**src/hw/rtl/fqcf_pkg.sv**
```systemverilog
// Shared types, constants and codes of the Q15 circular-buffer FIR filter.
`timescale 1ns / 1ps

package fqcf_pkg;

   // Default number of taps.
   localparam int TAPS_DEFAULT = 21;

   // Fixed widths of the item fields.
   localparam int DATA_W = 16;
   localparam int IDX_W  = 5;

   // Width of the stored product: bit 31 of the full product is lost by the doubling.
   localparam int PROD_W = 2 * DATA_W - 1;

   // Rounding constant added before the arithmetic shift, and the shift itself.
   localparam logic [2*DATA_W-1:0] ROUND_CONST = 32'h0000_8000;
   localparam int                  TERM_SHIFT  = 16;

   // Action codes of an input item.
   localparam logic ACT_FILTER = 1'b0;
   localparam logic ACT_LOAD   = 1'b1;

   // Sequencer states.
   typedef enum logic [1:0] {
      ST_IDLE,
      ST_RUN,
      ST_DRAIN
   } state_type;

   // Control from the sequencer to the multiply-accumulate unit.
   typedef struct packed {
      logic clear;        // start a new sum
      logic issue_valid;  // a tap read is issued this cycle
      logic issue_last;   // the issued read is the final tap
      logic out_free;     // the output register can take a result
   } mac_ctrl_type;

   // Status from the multiply-accumulate unit to the sequencer.
   typedef struct packed {
      logic done;         // the final term is ready and the sum is complete
   } mac_status_type;

endpackage

```
**src/hw/rtl/fqcf_store.sv**
```systemverilog
// Single-port-write, registered-read memory with per-entry valid bits that read as zero.
`timescale 1ns / 1ps

module fqcf_store #(
   parameter int DEPTH  = fqcf_pkg::TAPS_DEFAULT,
   parameter int ADDR_W = 5,
   parameter int DATA_W = fqcf_pkg::DATA_W
) (
   input  logic              clock,
   input  logic              reset,
   input  logic              wr_en,
   input  logic [ADDR_W-1:0] wr_addr,
   input  logic [DATA_W-1:0] wr_data,
   input  logic              rd_en,
   input  logic [ADDR_W-1:0] rd_addr,
   output logic [DATA_W-1:0] rd_data
);

   logic [DATA_W-1:0] mem_ff [DEPTH];
   logic [DEPTH-1:0]  valid_ff;
   logic [DEPTH-1:0]  valid_in;
   logic [DATA_W-1:0] rd_data_ff;
   logic [DATA_W-1:0] rd_data_in;

   // Storage array, written on the clock edge.
   always_ff @(posedge clock) begin
      if (wr_en) begin
         mem_ff[wr_addr] <= wr_data;
      end
   end

   // An entry becomes valid when first written; reset returns every entry to zero.
   always_comb begin
      valid_in = valid_ff;
      if (wr_en) begin
         valid_in[wr_addr] = 1'b1;
      end
   end

   always_ff @(posedge clock) begin
      if (reset) begin
         valid_ff <= '0;
      end else begin
         valid_ff <= valid_in;
      end
   end

   // Registered read; an entry never written reads as zero.
   always_comb begin
      rd_data_in = rd_data_ff;
      if (rd_en) begin
         rd_data_in = valid_ff[rd_addr] ? mem_ff[rd_addr] : '0;
      end
   end

   always_ff @(posedge clock) begin
      rd_data_ff <= rd_data_in;
   end

   assign rd_data = rd_data_ff;

endmodule

```
**src/hw/rtl/fqcf_mac.sv**
```systemverilog
// Multiply-accumulate unit: registered Q15 product, rounding shift and wrapping sum.
`timescale 1ns / 1ps

module fqcf_mac (
   input  logic                          clock,
   input  logic                          reset,
   input  fqcf_pkg::mac_ctrl_type        ctrl,
   input  logic [fqcf_pkg::DATA_W-1:0]   coef,
   input  logic [fqcf_pkg::DATA_W-1:0]   sample,
   output fqcf_pkg::mac_status_type      status,
   output logic [fqcf_pkg::DATA_W-1:0]   filtered
);

   localparam int DW = fqcf_pkg::DATA_W;
   localparam int PW = fqcf_pkg::PROD_W;

   // Read stage: marks that the memory outputs hold a coefficient and sample pair.
   logic rd_vld_ff, rd_vld_in;
   logic rd_last_ff, rd_last_in;

   // Product stage.
   logic          prod_vld_ff, prod_vld_in;
   logic          prod_last_ff, prod_last_in;
   logic [PW-1:0] prod_ff, prod_in;

   // Accumulator: only the low half of the wrapping sum reaches the output.
   logic [DW-1:0] acc_ff, acc_in;

   logic signed [2*DW-1:0] prod_full;
   logic        [2*DW-1:0] rounded;
   logic        [DW-1:0]   term;
   logic                   hold;

   // The final term waits in the product stage while the output register is full.
   assign hold = prod_vld_ff & prod_last_ff & ~ctrl.out_free;

   assign prod_full = $signed(coef) * $signed(sample);

   // Term is ((2*c*x + 0x8000) >>> 16); its low half is the rounded high half of 2*c*x.
   assign rounded = {prod_ff, 1'b0} + fqcf_pkg::ROUND_CONST;
   assign term    = rounded[fqcf_pkg::TERM_SHIFT +: DW];

   // Pipeline valid flags and data.
   always_comb begin
      rd_vld_in    = ctrl.issue_valid;
      rd_last_in   = ctrl.issue_last;
      prod_vld_in  = prod_vld_ff;
      prod_last_in = prod_last_ff;
      prod_in      = prod_ff;
      if (!hold) begin
         prod_vld_in  = rd_vld_ff;
         prod_last_in = rd_last_ff;
         if (rd_vld_ff) begin
            prod_in = prod_full[PW-1:0];
         end
      end
   end

   // Sum every term but the final one, which is added on the way to the output.
   always_comb begin
      acc_in = acc_ff;
      if (ctrl.clear) begin
         acc_in = '0;
      end else if (prod_vld_ff && !prod_last_ff) begin
         acc_in = acc_ff + term;
      end
   end

   always_ff @(posedge clock) begin
      if (reset) begin
         rd_vld_ff    <= 1'b0;
         rd_last_ff   <= 1'b0;
         prod_vld_ff  <= 1'b0;
         prod_last_ff <= 1'b0;
      end else begin
         rd_vld_ff    <= rd_vld_in;
         rd_last_ff   <= rd_last_in;
         prod_vld_ff  <= prod_vld_in;
         prod_last_ff <= prod_last_in;
      end
   end

   always_ff @(posedge clock) begin
      prod_ff <= prod_in;
      acc_ff  <= acc_in;
   end

   assign status.done = prod_vld_ff & prod_last_ff;
   assign filtered    = acc_ff + term;

endmodule

```
**src/hw/rtl/fir_q15_circular_filter.sv**
```systemverilog
// Top level of the Q15 FIR filter: sequencer, delay-line and coefficient memories, MAC.
`timescale 1ns / 1ps

// A filter item (action 0) writes its sample into the circular delay line and then
// streams TAPS coefficient and sample pairs out of two registered-read memories
// into a single multiplier, one tap per cycle, from the oldest sample to the newest.
// A filter item holds the block from its transfer until its final sum enters the
// output register; in between lie the multiply-accumulate per tap and the memory
// read and product registers in front of the sum. The block is held longer while
// the previous result still waits in a stalled output register, since the final sum
// cannot enter it until then. A load item (action 1) writes one coefficient in the
// cycle of its transfer and leaves the block ready for the next item; a load whose
// index is TAPS or more is dropped. Only filter items give a result. The
// result sits in an output register, so the next item is taken while a finished
// result still waits on rsp_stall. After reset all samples and coefficients read as
// zero, with no clearing pass.
module fir_q15_circular_filter #(
   parameter int TAPS = fqcf_pkg::TAPS_DEFAULT
) (
   input  logic                                clock,
   input  logic                                reset,
   input  logic                                req_valid,
   output logic                                req_stall,
   input  logic                                req_action,
   input  logic signed [fqcf_pkg::DATA_W-1:0]  req_sample,
   input  logic        [fqcf_pkg::IDX_W-1:0]   req_coef_index,
   input  logic signed [fqcf_pkg::DATA_W-1:0]  req_coef_value,
   output logic                                rsp_valid,
   input  logic                                rsp_stall,
   output logic signed [fqcf_pkg::DATA_W-1:0]  rsp_filtered
);

   localparam int DW     = fqcf_pkg::DATA_W;
   localparam int ADDR_W = (TAPS > 1) ? $clog2(TAPS) : 1;
   localparam logic [ADDR_W-1:0] LAST_TAP = ADDR_W'(TAPS - 1);

   fqcf_pkg::state_type      state_ff, state_in;
   fqcf_pkg::mac_ctrl_type   mac_ctrl;
   fqcf_pkg::mac_status_type mac_status;

   logic [ADDR_W-1:0] wr_ptr_ff, wr_ptr_in;
   logic [ADDR_W-1:0] rd_pos_ff, rd_pos_in;
   logic [ADDR_W-1:0] tap_cnt_ff, tap_cnt_in;
   logic [ADDR_W-1:0] wr_ptr_next;

   logic          rsp_valid_ff, rsp_valid_in;
   logic [DW-1:0] rsp_filtered_ff, rsp_filtered_in;

   logic          req_xfer, sample_xfer, load_xfer, coef_ok;
   logic          issue_valid, issue_last, tap_last;
   logic          out_free, final_xfer;
   logic [DW-1:0] coef_rd, sample_rd, mac_filtered;

   // Transfer decode.
   assign req_xfer    = req_valid & ~req_stall;
   assign sample_xfer = req_xfer & (req_action == fqcf_pkg::ACT_FILTER);
   assign load_xfer   = req_xfer & (req_action == fqcf_pkg::ACT_LOAD);
   assign coef_ok     = (32'(req_coef_index) < TAPS);

   assign tap_last    = (tap_cnt_ff == LAST_TAP);
   assign wr_ptr_next = (wr_ptr_ff == LAST_TAP) ? '0 : wr_ptr_ff + 1'b1;

   // The output register is free when empty or when its result transfers now.
   assign out_free   = ~rsp_valid_ff | ~rsp_stall;
   assign final_xfer = mac_status.done & out_free;

   // Next state.
   always_comb begin
      state_in = state_ff;
      unique case (state_ff)
         fqcf_pkg::ST_IDLE: begin
            if (sample_xfer) begin
               state_in = fqcf_pkg::ST_RUN;
            end
         end
         fqcf_pkg::ST_RUN: begin
            if (tap_last) begin
               state_in = fqcf_pkg::ST_DRAIN;
            end
         end
         fqcf_pkg::ST_DRAIN: begin
            if (final_xfer) begin
               state_in = fqcf_pkg::ST_IDLE;
            end
         end
         default: begin
            state_in = fqcf_pkg::ST_IDLE;
         end
      endcase
   end

   // State outputs.
   always_comb begin
      req_stall   = 1'b1;
      issue_valid = 1'b0;
      issue_last  = 1'b0;
      unique case (state_ff)
         fqcf_pkg::ST_IDLE: begin
            req_stall = 1'b0;
         end
         fqcf_pkg::ST_RUN: begin
            issue_valid = 1'b1;
            issue_last  = tap_last;
         end
         fqcf_pkg::ST_DRAIN: begin
            req_stall = 1'b1;
         end
         default: begin
            req_stall = 1'b1;
         end
      endcase
   end

   // Write pointer, read position and tap counter. Reads start the cycle after the
   // sample write, so the newest entry is never read and written at once.
   always_comb begin
      wr_ptr_in  = wr_ptr_ff;
      rd_pos_in  = rd_pos_ff;
      tap_cnt_in = tap_cnt_ff;
      if (sample_xfer) begin
         wr_ptr_in  = wr_ptr_next;
         rd_pos_in  = wr_ptr_next;
         tap_cnt_in = '0;
      end else if (issue_valid) begin
         rd_pos_in  = (rd_pos_ff == LAST_TAP) ? '0 : rd_pos_ff + 1'b1;
         tap_cnt_in = tap_last ? tap_cnt_ff : tap_cnt_ff + 1'b1;
      end
   end

   // Output register.
   always_comb begin
      rsp_valid_in    = rsp_valid_ff & rsp_stall;
      rsp_filtered_in = rsp_filtered_ff;
      if (final_xfer) begin
         rsp_valid_in    = 1'b1;
         rsp_filtered_in = mac_filtered;
      end
   end

   always_ff @(posedge clock) begin
      if (reset) begin
         state_ff     <= fqcf_pkg::ST_IDLE;
         wr_ptr_ff    <= '0;
         rd_pos_ff    <= '0;
         tap_cnt_ff   <= '0;
         rsp_valid_ff <= 1'b0;
      end else begin
         state_ff     <= state_in;
         wr_ptr_ff    <= wr_ptr_in;
         rd_pos_ff    <= rd_pos_in;
         tap_cnt_ff   <= tap_cnt_in;
         rsp_valid_ff <= rsp_valid_in;
      end
   end

   always_ff @(posedge clock) begin
      rsp_filtered_ff <= rsp_filtered_in;
   end

   assign rsp_valid    = rsp_valid_ff;
   assign rsp_filtered = rsp_filtered_ff;

   // Circular delay line.
   fqcf_store #(
      .DEPTH  (TAPS),
      .ADDR_W (ADDR_W),
      .DATA_W (DW)
   ) u_history (
      .clock   (clock),
      .reset   (reset),
      .wr_en   (sample_xfer),
      .wr_addr (wr_ptr_ff),
      .wr_data (req_sample),
      .rd_en   (issue_valid),
      .rd_addr (rd_pos_ff),
      .rd_data (sample_rd)
   );

   // Coefficient table.
   fqcf_store #(
      .DEPTH  (TAPS),
      .ADDR_W (ADDR_W),
      .DATA_W (DW)
   ) u_weights (
      .clock   (clock),
      .reset   (reset),
      .wr_en   (load_xfer & coef_ok),
      .wr_addr (ADDR_W'(req_coef_index)),
      .wr_data (req_coef_value),
      .rd_en   (issue_valid),
      .rd_addr (tap_cnt_ff),
      .rd_data (coef_rd)
   );

   // Multiply-accumulate.
   assign mac_ctrl.clear       = sample_xfer;
   assign mac_ctrl.issue_valid = issue_valid;
   assign mac_ctrl.issue_last  = issue_last;
   assign mac_ctrl.out_free    = out_free;

   fqcf_mac u_mac (
      .clock    (clock),
      .reset    (reset),
      .ctrl     (mac_ctrl),
      .coef     (coef_rd),
      .sample   (sample_rd),
      .status   (mac_status),
      .filtered (mac_filtered)
   );

endmodule

```
**config.mk**
```make
export PLATFORM = sky130hd
export DESIGN_NAME = fir_q15_circular_filter
export DESIGN_NICKNAME = d
export VERILOG_FILES = /design/src/hw/rtl/fqcf_pkg.sv /design/src/hw/rtl/fqcf_store.sv /design/src/hw/rtl/fqcf_mac.sv /design/src/hw/rtl/fir_q15_circular_filter.sv
export SDC_FILE = /design/constraint.sdc
export NUM_CORES = 2
export LEC_CHECK = 0
export BUFFER_PORTS_ARGS = -buffer_cell sky130_fd_sc_hd__clkbuf_2
export CORE_ASPECT_RATIO = 1.5
export CORE_MARGIN = 5
export CORE_UTILIZATION = 67
export CTS_BUF_LIST = sky130_fd_sc_hd__clkbuf_4
export DETAILED_ROUTE_END_ITERATION = 8
export GPL_ROUTABILITY_DRIVEN = 0
export MAX_ROUTING_LAYER = met4
export PLACE_DENSITY = 0.94
export SYNTH_ARGS = -nofsm -noshare
export SYNTH_HDL_FRONTEND = slang
export SYNTH_SLANG_ARGS = --single-unit
```
**constraint.sdc**
```tcl
create_clock -name clock -period 11.3 [get_ports clock]
set_input_delay 1.13 -clock clock [delete_from_list [all_inputs] [get_ports clock]]
set_output_delay 1.13 -clock clock [all_outputs]
set_load 0.1 [all_outputs]
```
# Word level (Yosys, flattened, before mapping)
# Memory sizes are Yosys's and may differ from the RTL's. A register that Yosys moved wholly into a read port is not among the register bits.
# Index checks and enable logic that the tools add are counted.
# W data, S select, Z words.
dict set report totals {
  input_bits 42
  word_cells 91
  out_inout_bits 18
  ramBits 672
  n_memories 2
  regBits 127
}
dict set report op_classes {
  eq_ne 8
  mux 23
  n_bitwise 18
  multipliers 1
  magnitude_cmp 7
  n_addsub 5
  reduce_logical 13
}
# memory words width read_ports rd_clocked_by_memory_dff wr line_no
set memory_table {}
lappend memory_table {u_history.mem_ff 21 16 1 1 1 fqcf_store.sv:19} ;# logic [DATA_W-1:0] mem_ff [DEPTH];
lappend memory_table {u_weights.mem_ff 21 16 1 1 1 fqcf_store.sv:19}
# operator n
set ops {}
lappend ops {{$or A21 B21 Y21} 2}
lappend ops {{$add A32 B16 Y32 const B} 1}
lappend ops {{$mul A16 B16 Y31} 1}
lappend ops {{$lt A5 B6 Y1 const B} 4}
lappend ops {{$mux W5} 4}
lappend ops {{$add A16 B16 Y16} 1}
lappend ops {{$add A5 B1 Y5 const B} 3}
lappend ops {{$eq A5 B5 Y1 const B} 3}
lappend ops {{$mux W1} 11}
lappend ops {{$bmux W1 S5} 2}
lappend ops {{$demux W1 S5} 2}
lappend ops {{$ge A5 B1 Y1 const B} 2}
lappend ops {{$and A1 B1 Y1} 8}
lappend ops {{$not A1 Y1} 7}
lappend ops {{$mux W2} 3}
lappend ops {{$ne A2 B2 Y1 const B} 3}
lappend ops {{$pmux W2 S3} 1}
lappend ops {{$lt A5 B5 Y1 const B} 1}
lappend ops {{$reduce_and A2 Y1} 2}
lappend ops {{$reduce_or A2 Y1} 2}
lappend ops {{$logic_and A1 B1 Y1} 3}
lappend ops {{$logic_not A1 Y1} 3}
lappend ops {{$reduce_and A3 Y1} 1}
lappend ops {{$eq A2 B1 Y1 const B} 1}
lappend ops {{other kinds (4)} 4}

# Logic depth before layout (Yosys ltp)
dict set report logic_depth {
  ltp_word 6
  depth_mapped 25
  mapped_depth_nobuf 24
}

# Hierarchy
# From an unflattened synthesis, not the netlist that was laid out.
dict set report hier_totals {
  cells_unflattened 3086
  hier_area_um2 41981.5
}
# mod n_inst cells_each area_per_inst_um2
set modules_own_cells {}
lappend modules_own_cells {{fqcf_store (u_weights)} 1 881 14526.4}
lappend modules_own_cells {{fqcf_store (u_history)} 1 809 14498.9}
lappend modules_own_cells {fqcf_mac 1 1261 11463.5}
lappend modules_own_cells {fir_q15_circular_filter 1 135 1492.7}

# Least setup slack after synthesis
# OpenSTA, ideal clock, no wires.
dict set report synth_path {
  path_type {register to register}
  startpoint {reg u_weights.rd_data_ff[15] (netlist: u_weights.rd_data[15]), read port of u_weights.mem_ff}
  endpoint {reg u_mac.prod_ff[27] (data pin)}
  t_required_ns 11.042
  slack_ns 5.478
  path_stages_with_launch 21
  arrival_time_ns 5.564
  setup_ns 0.258
  path_cell_list {edfxtp_1 clkbuf_1 nand2_1 inv_1 fa_1 inv_1 fa_1 inv_1 fa_1 fa_1 fa_1 inv_1 fa_1 inv_1 ha_1 o21a_1 o21a_1 o21a_1 a21bo_1 a21oi_2 xnor2_1}
}
dict set report synth_via {
  elab_chain_cells 1
}
# item line_no
set synth_rtl {}
lappend synth_rtl {{start: declaration} fqcf_store.sv:22} ;# logic [DATA_W-1:0] rd_data_ff;
lappend synth_rtl {{$mul A16 B16 Y31} fqcf_mac.sv:37} ;# assign prod_full = $signed(coef) * $signed(sample);
lappend synth_rtl {{named net u_mac.prod_full[27]} fqcf_mac.sv:29} ;# logic signed [2*DW-1:0] prod_full;
lappend synth_rtl {{end signal: assignment} fqcf_mac.sv:84} ;# prod_ff <= prod_in;
lappend synth_rtl {{end: declaration} fqcf_mac.sv:24} ;# logic [PW-1:0] prod_ff, prod_in;
# The timed path passes the listed nets, and every way through them passes these cells.
# A chain may end at the register's enable or synchronous reset.

# Worst setup path after layout
dict set report layout_path {
  startpoint {reg u_weights.rd_data_ff[10] (netlist: u_weights.rd_data[10]), read port of u_weights.mem_ff}
  endpoint {reg u_mac.prod_ff[27] (data pin)}
}
# The elaborated chain is that of the path after synthesis.

==> summary.md <==
The routed via count was 24,911. The kind of launch point of the worst setup path is a register. The layout has 3,218 filler cells. In this run the number of H-tree levels came out at 4. Buffers placed on the I/O ports in this run total 59. For this run the aggregate overflow at the end of global routing stands at 0. The upper clock frequency limit was 0.155 GHz.

At the later pin of the worst-skew pair, clock insertion delay measures 1040 ps. Timing analysis after detailed placement gives a worst setup slack of 4960 ps. In this run, post-CTS repair resized a total of 0 instances.

Summed over all instances, the cell type with the most area after synthesis is sky130_fd_sc_hd__edfxtp_1. Power after layout: 7.65 mW. The logs give 0 for the count of max-cap constraint violations and 0 for the post-route antenna net violation count. In this run the power density over the cells is 172 nW/um2. Counting every net in the synthesized netlist gives 3,007. The logs give 817 for the total clock sinks and 0 for the count of endpoints failing setup in the final report. The clock-pin transition on the worst setup and hold timing paths works out to 80 ps. The logs give 7 for the number of optimization iterations in the first detailed-route pass and 84.7 ps for the clock tree skew after final layout. The via density per instance works out to 6.66. The tools report the die area as 66,200 um2. The commonest register cell after synthesis was sky130_fd_sc_hd__edfxtp_1. The worst path in the final design needs a cycle of 6470 ps, including I/O delays and setup. The net count reported at finish is 3,190, and the growth of design area from synthesis to finish is 8.89%. The maximum buffer depth of the clock tree came out at 3. Yosys printed 0 warnings. In this run, CTS created clock tree buffers numbering 178. Number of hold-slack violations in the final timing report: 0. The synthesized area per cell is 15.7 um2, and the critical path data arrival time is 7180 ps. The top-area cell type share of the netlist area works out to 0.541. In this run the worst hold path is classified as in2reg.

Share of final-layout standard cells stronger than drive strength 1: 0.214. The tools report the number of distinct library cells after synthesis as 57. The post-layout instance count excluding filler cells is 3,742.

The tools report the type of destination of the critical path as a register. Measured in cells, the most critical reg-to-reg path has a length of 20. Buffers inserted to repair hold after CTS numbered 0. The first global-routing pass estimated 159,000 um of wire. By count the netlist is led by sky130_fd_sc_hd__edfxtp_1 (737), sky130_fd_sc_hd__inv_1 (286), sky130_fd_sc_hd__fa_1 (256). Total routing resource utilization after global routing: 0.333. The worst max-slew margin expressed relative to the limit is 0.194, and the worst ir drop on vdd is 0.110 mV. The ratio of final minimum period to clock period works out to 0.572.

The die is 313 um tall. The number of cells traversed by the worst hold path is 3, and the slew at the pin closest to its max-slew limit is 1210 ps. In this run the count of I/O pins placed on the die edge is 60. The post-synthesis async set-or-reset flop share is 0, and the placed instance area is 42,100 um2.

The detailed-placement wirelength estimate is 64,200 um, and the number of placed instances, taps included is 3,402. The tools report the number of global-route vias before repair as 26,550. TritonCTS built the clock tree. The tightest hold path in the finished design has a slack of 377 ps. The pin count of the biggest net entering global routing was 69. The max-slew violation total from the final report is 0, and the largest fanout on the critical path is 16. The floorplan has 111 rows.

Clock tree synthesis selected as its root buffer the cell sky130_fd_sc_hd__clkbuf_4. The total area inside the core boundary comes to 60,800 um2. The width of the chip came out at 212 um. After detailed routing, the total wire length is 103,000 um.

The average wire per standard cell is 27.6 um, and the total standard cell area after synthesis is 40,900 um2. The number of storage elements in the synthesis netlist is 817. The run gives 4830 ps as the post-layout worst setup margin. After clock tree synthesis, the setup repair step added 0 buffers. The final core utilization came out at 0.732. The number of flops mapped to enable cells by yosys works out to 737.

The run gives 0 as the number of remaining DRC errors. Most instantiated library cell after synthesis: sky130_fd_sc_hd__edfxtp_1. The initial antenna violation count is 6. The final setup TNS was 0 ps. In the post-synthesis netlist, the biggest area contributors are sky130_fd_sc_hd__edfxtp_1 (54%), sky130_fd_sc_hd__fa_1 (13%), sky130_fd_sc_hd__mux4_2 (11%). After technology mapping, the gate count stands at 2,608. The path type of the worst setup path was reg2reg.

The tools report the share of the yosys chip area belonging to registers as 0.580. The DRC marker count from the first detailed-route iteration was 3,561; the required arrival time at the worst endpoint was 12,010 ps. The effective utilization at floorplan is 0.673. Setup repair after global routing left no endpoint under its margin.

The run finished with clean final reports. The cell leakage power is 16.3 nW, and the cell area after layout is 44,600 um2.
-- placed cells by master, fill, tap and decap left out, types with 32 or more instances in the layout --
| master | instances |
|---|---|
| sky130_fd_sc_hd__edfxtp_1 | 737 |
| sky130_fd_sc_hd__mux4_2 | 204 |
| sky130_fd_sc_hd__fa_1 | 256 |
| sky130_fd_sc_hd__dfxtp_1 | 74 |
| sky130_fd_sc_hd__buf_4 | 56 |
| sky130_fd_sc_hd__mux2i_1 | 32 |
| sky130_fd_sc_hd__nor2_1 | 209 |
| sky130_fd_sc_hd__a21oi_1 | 44 |
| sky130_fd_sc_hd__clkbuf_2 | 59 |
| sky130_fd_sc_hd__inv_1 | 286 |
| sky130_fd_sc_hd__nand2_1 | 174 |
| sky130_fd_sc_hd__and2_1 | 119 |
| sky130_fd_sc_hd__clkbuf_4 | 264 |
| sky130_fd_sc_hd__clkinv_1 | 43 |
| sky130_fd_sc_hd__a211oi_1 | 33 |
| sky130_fd_sc_hd__xnor2_1 | 47 |
| sky130_fd_sc_hd__ha_1 | 101 |
-- worst paths after layout --
kind	start	end	slack (ps)
min	rsp_stall	rsp_valid$_SDFF_PP0_	380
max	u_weights.rd_data[10]$_SDFFCE_PN0P_	u_mac.prod_ff[27]$_DFFE_PP_	4830
min reg2reg	u_mac.acc_ff[12]$_SDFFE_PP0P_	u_mac.acc_ff[12]$_SDFFE_PP0P_	460
max reg2reg	u_weights.rd_data[10]$_SDFFCE_PN0P_	u_mac.prod_ff[27]$_DFFE_PP_	4830
-- flip-flops by register name, summed over array words and instances (netlist names), 16 cells and up --
| register | flops |
|---|---|
| u_history.mem_ff | 336 |
| u_mac.prod_ff | 17 |
| u_weights.valid_ff | 21 |
| u_mac.acc_ff | 16 |
| u_history.valid_ff | 21 |
| rsp_filtered | 16 |
| u_weights.mem_ff | 336 |
| u_weights.rd_data | 16 |
| u_history.rd_data | 16 |
-- area by class of cell --
| cell class | instances | area, um2 | share of cell area |
|---|---|---|---|
| flip-flops and latches | 817 | 23800 | 0.533 |
| multi-input cells | 1393 | 15600 | 0.350 |
| clock buffers | 264 | 1980 | 0.0445 |
| inverters | 286 | 1070 | 0.0241 |
| well taps | 791 | 990 | 0.0222 |
| repair buffers | 115 | 716 | 0.0161 |
| clock inverters | 67 | 433 | 0.00972 |
| diodes | 9 | 22.5 | 0.000505 |
-- report_power, final --
part	internal [mW]	switching [mW]	leakage, nW
logic	0.789	0.986	7.54
registers	3.42	0.0683	7.31
clock network	1.18	1.20	1.41
-- cell families after synthesis --
kind of cell / share of synthesized area
mux: 0.121
xor+xnor: 0.0139
fa+ha+maj: 0.156
buf+inv: 0.0394
simple gates: 0.0667
compound gates: 0.0227
flops: 0.580
-- layer usage --
layer	wire length [um]	track usage	share of wire
met1	31400	0.380	0.30
met2	52800	0.537	0.51
met3	11300	0.0759	0.11
met4	7970	0.204	0.077
met5	0	-	0
-- worst max-delay path, cell delays in order (launching register included) --
cell                        delay, ps
sky130_fd_sc_hd__edfxtp_1         740
sky130_fd_sc_hd__nand2_1          170
sky130_fd_sc_hd__fa_1             540
sky130_fd_sc_hd__fa_1             590
sky130_fd_sc_hd__fa_1             450
sky130_fd_sc_hd__fa_1             550
sky130_fd_sc_hd__inv_1             50
sky130_fd_sc_hd__fa_1             470
sky130_fd_sc_hd__inv_1             50
sky130_fd_sc_hd__fa_1             470
sky130_fd_sc_hd__inv_1             50
sky130_fd_sc_hd__ha_1             310
sky130_fd_sc_hd__nand3_1           80
sky130_fd_sc_hd__a2bb2oi_1        130
sky130_fd_sc_hd__a21boi_1         360
sky130_fd_sc_hd__o211ai_2         190
sky130_fd_sc_hd__a311oi_2         420
sky130_fd_sc_hd__o21a_1           180
sky130_fd_sc_hd__a21bo_1          160
sky130_fd_sc_hd__a21oi_2           70
sky130_fd_sc_hd__xnor2_1          120
(Power assumes the default switching activity.)
